### config.mk
export PLATFORM = sky130hd
export DESIGN_NAME = ordered_packet_window_table
export DESIGN_NICKNAME = d
export VERILOG_FILES = /design/src/hdl/opwt_pkg.sv /design/src/hdl/opwt_cell.sv /design/src/hdl/ordered_packet_window_table.sv
export SDC_FILE = /design/constraint.sdc
export NUM_CORES = 2
export LEC_CHECK = 0
export BUFFER_PORTS_ARGS = -buffer_cell sky130_fd_sc_hd__buf_4
export CORE_AREA = 2 2 415 417
export CTS_CLUSTER_SIZE = 20
export DETAILED_ROUTE_END_ITERATION = 7
export DIE_AREA = 0 0 417 419
export SYNTH_ARGS = -nofsm -noshare
export SYNTH_HDL_FRONTEND = slang
export SYNTH_HIERARCHICAL = 1
export SYNTH_SLANG_ARGS = --single-unit
### constraint.sdc
create_clock -name clock -period 44 [get_ports clock]
set_clock_uncertainty 0.1 [all_clocks]
set_input_delay 8.8 -clock clock [delete_from_list [all_inputs] [get_ports clock]]
set_output_delay 8.8 -clock clock [all_outputs]
set_load 0.1 [all_outputs]
### src/hdl/opwt_pkg.sv
// ----------------------------------------------------------------------------
// opwt_pkg
// types, codes and defaults shared by the ordered packet window table
// ----------------------------------------------------------------------------
package opwt_pkg;

   localparam int DEFAULT_DEPTH = 16;

   // request kinds
   localparam logic [2:0] KIND_INSERT = 3'd0;
   localparam logic [2:0] KIND_APPEND = 3'd1;
   localparam logic [2:0] KIND_REMOVE = 3'd2;
   localparam logic [2:0] KIND_ACK    = 3'd3;
   localparam logic [2:0] KIND_SLIDE  = 3'd4;

   // result status codes
   localparam logic [1:0] ST_DONE  = 2'd0;
   localparam logic [1:0] ST_DUP   = 2'd1;
   localparam logic [1:0] ST_FULL  = 2'd2;
   localparam logic [1:0] ST_EMPTY = 2'd3;

   // commands broadcast to the cell row
   localparam logic [2:0] CMD_HOLD   = 3'd0;
   localparam logic [2:0] CMD_SHIFT  = 3'd1;
   localparam logic [2:0] CMD_INSERT = 3'd2;
   localparam logic [2:0] CMD_APPEND = 3'd3;
   localparam logic [2:0] CMD_ACK    = 3'd4;

   typedef struct packed {
      logic [2:0]         kind;
      logic signed [31:0] seq_key;
      logic [15:0]        packet_handle;
   } req_type;

   typedef struct packed {
      logic [1:0]         status;
      logic               slid_any;
      logic [4:0]         entry_count;
      logic               head_valid;
      logic signed [31:0] head_key;
      logic [15:0]        head_handle;
   } rsp_type;

   // one stored entry
   typedef struct packed {
      logic signed [31:0] key;
      logic [15:0]        handle;
      logic               acked;
   } entry_type;

   // prefix flags passed from cell to cell
   typedef struct packed {
      logic hit_seen;
      logic eq_seen;
      logic dup;
   } scan_type;

   // command broadcast to every cell
   typedef struct packed {
      logic [2:0]         op;
      logic               capture;
      logic               any_hit;
      logic signed [31:0] cmp_key;
      logic signed [31:0] key;
      logic [15:0]        handle;
   } cell_cmd_type;

endpackage

### src/hdl/opwt_cell.sv
// ----------------------------------------------------------------------------
// opwt_cell
// one table position: holds an entry, compares it and shifts with neighbours
// ----------------------------------------------------------------------------
module opwt_cell #(
   parameter int DEPTH = opwt_pkg::DEFAULT_DEPTH,
   parameter int INDEX = 0
) (
   input  logic                         clock,
   input  opwt_pkg::cell_cmd_type       cmd,
   input  logic [$clog2(DEPTH+1)-1:0]   held_count,
   input  opwt_pkg::entry_type          from_lo,
   input  opwt_pkg::entry_type          from_hi,
   input  opwt_pkg::scan_type           scan_in,
   output opwt_pkg::scan_type           scan_out,
   output opwt_pkg::entry_type          cur_entry,
   output opwt_pkg::entry_type          next_entry
);
   import opwt_pkg::*;

   localparam int CW = $clog2(DEPTH + 1);

   entry_type entry_ff, entry_in;
   logic      occ_ff, eq_ff, gt_ff;
   logic      occ_in, eq_in, gt_in;
   logic      is_tail, is_first;
   entry_type new_entry;

   // position against the fill level
   assign occ_in  = CW'(INDEX) < held_count;
   assign is_tail = CW'(INDEX) == held_count;

   // compare against the offered key, captured with the transaction
   assign eq_in = occ_in && (entry_ff.key == cmd.cmp_key);
   assign gt_in = occ_in && ($signed(entry_ff.key) > $signed(cmd.cmp_key));

   always_ff @(posedge clock) begin
      if (cmd.capture) begin
         occ_ff <= occ_in;
         eq_ff  <= eq_in;
         gt_ff  <= gt_in;
      end
   end

   // prefix flags down the row
   assign is_first          = (eq_ff | gt_ff) & ~scan_in.hit_seen;
   assign scan_out.hit_seen = scan_in.hit_seen | eq_ff | gt_ff;
   assign scan_out.eq_seen  = scan_in.eq_seen | eq_ff;
   assign scan_out.dup      = scan_in.dup | (eq_ff & ~scan_in.hit_seen);

   assign new_entry = '{key: cmd.key, handle: cmd.handle, acked: 1'b0};

   // entry update
   always_comb begin
      entry_in = entry_ff;
      unique case (cmd.op)
         CMD_HOLD: entry_in = entry_ff;
         CMD_SHIFT: entry_in = from_hi;
         CMD_INSERT: begin
            if (cmd.any_hit ? is_first : is_tail) begin
               entry_in = new_entry;
            end else if (cmd.any_hit && scan_in.hit_seen) begin
               entry_in = from_lo;
            end
         end
         CMD_APPEND: begin
            if (is_tail) begin
               entry_in = new_entry;
            end
         end
         CMD_ACK: begin
            if (occ_ff && !(scan_in.eq_seen | eq_ff)) begin
               entry_in.acked = 1'b1;
            end
         end
         default: entry_in = entry_ff;
      endcase
   end

   always_ff @(posedge clock) begin
      entry_ff <= entry_in;
   end

   assign cur_entry  = entry_ff;
   assign next_entry = entry_in;

endmodule

### src/hdl/ordered_packet_window_table.sv
// ----------------------------------------------------------------------------
// ordered_packet_window_table
// Retransmission window held in a row of cells, sorted by inserts; appends
// go to the tail. Every cell compares its entry with the offered key in the
// cycle a transaction is accepted; the execute state then resolves the
// first match along the row and inserts, appends, removes or acks in one
// step once the output register is free. A slide removes one acked head
// entry per cycle while the output register is free, as the row shifts
// down by one cell. The result sits in an output register, and a new
// transaction is accepted while it waits to be taken.
// ----------------------------------------------------------------------------
module ordered_packet_window_table #(
   parameter int DEPTH = opwt_pkg::DEFAULT_DEPTH
) (
   input  logic              clock,
   input  logic              reset,
   input  logic              req_valid,
   output logic              req_stall,
   input  opwt_pkg::req_type req_payload,
   output logic              rsp_valid,
   input  logic              rsp_stall,
   output opwt_pkg::rsp_type rsp_payload
);
   import opwt_pkg::*;

   localparam int CW = $clog2(DEPTH + 1);

   localparam logic S_IDLE = 1'b0;
   localparam logic S_EXEC = 1'b1;

   logic               state_ff, state_in;
   logic [CW-1:0]      count_ff, count_in;
   logic               slid_ff, slid_in;
   logic               rsp_valid_ff;
   rsp_type            rsp_data_ff;
   logic [2:0]         kind_ff;
   logic signed [31:0] key_ff;
   logic [15:0]        handle_ff;

   logic               req_accept, rsp_free, full, finish;
   logic [1:0]         status;
   cell_cmd_type       cmd;

   entry_type entry_cur [DEPTH];
   entry_type entry_nxt [DEPTH];
   entry_type lo_src    [DEPTH];
   entry_type hi_src    [DEPTH];
   scan_type  scan_chain [DEPTH+1];

   // handshake
   assign req_accept = req_valid && (state_ff == S_IDLE);
   assign req_stall  = (state_ff != S_IDLE);
   assign rsp_free   = !rsp_valid_ff || !rsp_stall;
   assign full       = (count_ff == CW'(DEPTH));

   // cell row
   assign scan_chain[0] = '0;

   for (genvar i = 0; i < DEPTH; i++) begin : g_cell
      if (i == 0) begin : g_lo_end
         assign lo_src[i] = '0;
      end else begin : g_lo_nb
         assign lo_src[i] = entry_cur[i-1];
      end
      if (i == DEPTH - 1) begin : g_hi_end
         assign hi_src[i] = '0;
      end else begin : g_hi_nb
         assign hi_src[i] = entry_cur[i+1];
      end

      opwt_cell #(
         .DEPTH (DEPTH),
         .INDEX (i)
      ) u_cell (
         .clock      (clock),
         .cmd        (cmd),
         .held_count (count_ff),
         .from_lo    (lo_src[i]),
         .from_hi    (hi_src[i]),
         .scan_in    (scan_chain[i]),
         .scan_out   (scan_chain[i+1]),
         .cur_entry  (entry_cur[i]),
         .next_entry (entry_nxt[i])
      );
   end

   // sequencer
   always_comb begin
      state_in    = state_ff;
      count_in    = count_ff;
      slid_in     = slid_ff;
      finish      = 1'b0;
      status      = ST_DONE;
      cmd.op      = CMD_HOLD;
      cmd.capture = req_accept;
      cmd.any_hit = scan_chain[DEPTH].hit_seen;
      cmd.cmp_key = req_payload.seq_key;
      cmd.key     = key_ff;
      cmd.handle  = handle_ff;

      unique case (state_ff)
         S_IDLE: begin
            if (req_valid) begin
               state_in = S_EXEC;
               slid_in  = 1'b0;
            end
         end
         S_EXEC: begin
            if (rsp_free) begin
               finish = 1'b1;
               unique case (kind_ff)
                  KIND_INSERT: begin
                     if (scan_chain[DEPTH].dup) begin
                        status = ST_DUP;
                     end else if (full) begin
                        status = ST_FULL;
                     end else begin
                        cmd.op   = CMD_INSERT;
                        count_in = count_ff + CW'(1);
                     end
                  end
                  KIND_APPEND: begin
                     if (full) begin
                        status = ST_FULL;
                     end else begin
                        cmd.op   = CMD_APPEND;
                        count_in = count_ff + CW'(1);
                     end
                  end
                  KIND_REMOVE: begin
                     if (count_ff == '0) begin
                        status = ST_EMPTY;
                     end else begin
                        cmd.op   = CMD_SHIFT;
                        count_in = count_ff - CW'(1);
                     end
                  end
                  KIND_ACK: cmd.op = CMD_ACK;
                  KIND_SLIDE: begin
                     // drop one acked head entry per cycle while the output register is free
                     if (count_ff != '0 && entry_cur[0].acked) begin
                        cmd.op   = CMD_SHIFT;
                        count_in = count_ff - CW'(1);
                        slid_in  = 1'b1;
                        finish   = 1'b0;
                     end else if (count_ff == '0 && !slid_ff) begin
                        status = ST_EMPTY;
                     end
                  end
                  default: status = ST_DONE;
               endcase
            end
            if (finish) begin
               state_in = S_IDLE;
            end
         end
         default: state_in = S_IDLE;
      endcase
   end

   // control registers
   always_ff @(posedge clock) begin
      if (reset) begin
         state_ff <= S_IDLE;
         count_ff <= '0;
         slid_ff  <= 1'b0;
      end else begin
         state_ff <= state_in;
         count_ff <= count_in;
         slid_ff  <= slid_in;
      end
   end

   // transaction fields held while it executes
   always_ff @(posedge clock) begin
      if (req_accept) begin
         kind_ff   <= req_payload.kind;
         key_ff    <= req_payload.seq_key;
         handle_ff <= req_payload.packet_handle;
      end
   end

   // output register
   always_ff @(posedge clock) begin
      if (reset) begin
         rsp_valid_ff <= 1'b0;
      end else if (finish) begin
         rsp_valid_ff <= 1'b1;
      end else if (!rsp_stall) begin
         rsp_valid_ff <= 1'b0;
      end
   end

   always_ff @(posedge clock) begin
      if (finish) begin
         rsp_data_ff.status      <= status;
         rsp_data_ff.slid_any    <= slid_in;
         rsp_data_ff.entry_count <= 5'(count_in);
         rsp_data_ff.head_valid  <= (count_in != '0);
         rsp_data_ff.head_key    <= (count_in != '0) ? entry_nxt[0].key : '0;
         rsp_data_ff.head_handle <= (count_in != '0) ? entry_nxt[0].handle : '0;
      end
   end

   assign rsp_valid   = rsp_valid_ff;
   assign rsp_payload = rsp_data_ff;

endmodule

==> results.md <==
- Total CTS buffers: approximately 120
- DR vias/cell: slightly below 7
- Origin of the critical flop-to-flop path: g_cell[0].u_cell/eq_ff$_DFFE_PP_
- DRT Pass-1 Iters: 8
- Placeable Area: 171000 µm²
- Final min period: approximately 14 ns
- Global-route wire length before repair: 485000 µm
- Pwr Density: 45.6 nW/µm²
- Final setup viols: 0
- CTS resizes: 0
- Final #Nets: 9852
- Reg clk slew, reported paths: ~0.060 ns
- Largest net degree at the start of global routing: 160
- Ys Warns: 6
- Post CTS Setup Buffer Count: 0
- Setup slack, reg-to-reg: roughly 30 ns
- Die width: 417 µm
- CP endpoint kind: flip-flop
- Post-Syn Area: 76000 µm²
- Cells after synthesis: 9624
- Fmax: about 70 MHz
- Hold-fix buffers at CTS: 0
- I/O pins: 114
- Worst slack, placed: 30.16 ns
- Final ANT Viol Nets: 0
- Grt ovf: 0
- Port Buffer Count: between 100 and 150
- GPL Wtd Cong: 0.950
- RSZ-0062 raised after global routing: no
- Die height: 419 µm
- VDD IR max: 36.8 µV
- Status: complete, but fails checks
- Starting density of the core: 0.446
- Number of max-cap violations: 0
- Final worst setup slack: a little under 30 ns
- Clock tree from TritonCTS: built
- Data arrival, critical path: about 15 ns
- Clk_lat worst skew: 0.81 ns
- Dpl cells: 11400
- Via Count: 80800
- Reg2reg path depth: 51
- HP Class: flip-flop to flip-flop
- CP startpoint kind: flip-flop
- H-tree Lvls: 3
- Clock tree buffer depth: 3
- Vias in the first global route: approximately 77000
- Synthesis-to-layout area growth: 7.69%
- Post-Syn Area per Cell: 7.90 µm²
- Reg-to-reg endpoint: g_cell[5].u_cell/cur_entry[0]$_DFF_P_
- Fraction of layout cells with a size suffix above 1: 0.0665
- Failing checks: DRC, slew limit
- Max incr delay on CP: 0.81 ns
- CTS Root Buffer Type: clkbuf_16
- Floorplan row count: 152
- Critical path class: flip-flop to flip-flop
- Sum Neg Setup Slack: 0 ns
- # DRC: 33
- Worst-Margin Slew: 2.17 ns
- Worst-path fanout max: 159
- GRT Total Usage: 0.358
- Initial antenna violation count: 10
- Final cell count without fillers: between 10000 and 15000
- Clock Sink Count: 948
- Hold Path Origin: rsp_valid$_SDFFE_PP0P_
- Final Cycle Share: 0.324
- Leakage: 0.0304 µW
- 1st-iter DRT viols: 9834
- Final Hold Fails: 0
- Post-DP HPWL: 216000 µm
- Post-Route WL: between 300000 and 400000 µm
- Routed WL per cell: 28.2 µm
- Fillers: 16700
- Slowest cell on the critical path: buf_4
- Relative slew slack: -0.453
- Die area: 175000 µm²
- Req. time, crit path: between 40 and 50 ns
- WHS Path Cells: 2
- Final-report max-slew violation count: 51
- Hold path endpoint: rsp_valid$_SDFFE_PP0P_
-- placed cells by master (no fill, tap or decap), drive strengths merged, types with 14 or more instances in the layout --
cell type,count
a211oi,52
a21boi,17
a21o,65
a21oi,1503
a221o,68
a222oi,60
a22oi,674
a311oi,48
a31o,14
a41oi,50
buf,292
clkbuf,170
clkinv,31
conb,105
dfxtp,792
edfxtp,156
ha,514
inv,638
mux2i,722
nand2,847
nand3,743
nand4,110
nor2,320
nor2b,78
nor3,24
nor3b,30
nor4,36
o211ai,26
o21a,19
o21ai,247
o221ai,578
o22a,47
o2bb2ai,50
o32a,50
o41ai,15
or2,29
-- worst max-delay path: cells and delay by family (launching register included) --
kind / cells / cell delay [ns]
flops: 1 / 0.37
buf+inv: 30 / 9.55
simple gates: 19 / 3.55
compound gates: 2 / 0.29
-- metal layers --
metal | part of all wire | global-route usage | vias up
met5 | 0.00014 | 0 | -
met4 | 0.081 | 0.251 | 6
met3 | 0.088 | 0.0755 | 1314
met2 | 0.46 | 0.591 | 4315
met1 | 0.37 | 0.413 | 39200
li1 | - | - | 35900
-- how the worst max path moves through the flow --
stage | startpoint | cells after the start | endpoint
after floorplan | g_cell[0].u_cell/eq_ff$_DFFE_PP_ | 72 | rsp_payload[13]$_SDFFCE_PN0P_
after global placement | g_cell[0].u_cell/eq_ff$_DFFE_PP_ | 52 | g_cell[5].u_cell/cur_entry[10]$_DFF_P_
after detailed placement | g_cell[0].u_cell/eq_ff$_DFFE_PP_ | 52 | g_cell[5].u_cell/cur_entry[5]$_DFF_P_
after CTS | g_cell[0].u_cell/eq_ff$_DFFE_PP_ | 51 | g_cell[5].u_cell/cur_entry[0]$_DFF_P_
after global routing | g_cell[0].u_cell/eq_ff$_DFFE_PP_ | 52 | g_cell[5].u_cell/cur_entry[24]$_DFF_P_
final | g_cell[0].u_cell/eq_ff$_DFFE_PP_ | 51 | g_cell[5].u_cell/cur_entry[0]$_DFF_P_
-- per-stage QoR --
step | area (µm²) | util | hold WS, ns | power, µW
5_1_grt | 81800 | 0.480 | 0.473 | 3930
4_1_cts | 81800 | 0.480 | 0.446 | 3710
2_1_floorplan | 76400 | - | 0.364 | 2230
6_report | 81900 | 0.480 | 0.451 | 3730
3_3_place_gp | 77900 | 0.457 | 0.422 | 2650
3_5_place_dp | 77900 | 0.457 | 0.432 | 2690
-- state kept, by name (all words and copies together), names as in the netlist --
register,count
g_cell.u_cell/cur_entry,784
handle_ff,16
key_ff,32
g_cell.u_cell/gt_ff,16
rsp_payload,57
slid_ff,1
g_cell.u_cell/eq_ff,16
req_stall,1
g_cell.u_cell/occ_ff,16
rsp_valid,1
count_ff,5
kind_ff,3
-- where the power goes --
part | switching [µW] | total, µW | internal, µW | leakage (µW)
combinational | 635 | 1170 | 539 | 0.0204
clock | 431 | 1020 | 592 | 0.00194
sequential | 425 | 1530 | 1110 | 0.00804
total | 1490 | 3730 | 2240 | 0.0304
-- final cells by class --
class,instances,area [µm²],area share
multi-input cells,7291,50000,0.610
inverters,633,2380,0.0290
well taps,2233,2790,0.0341
clock inverters,47,494,0.00604
diodes,4,10.0,0.000122
flip-flops and latches,948,20500,0.251
clock buffers,170,3440,0.0421
repair buffers,292,2240,0.0274
No activity file was read; power rests on OpenSTA's default activity.
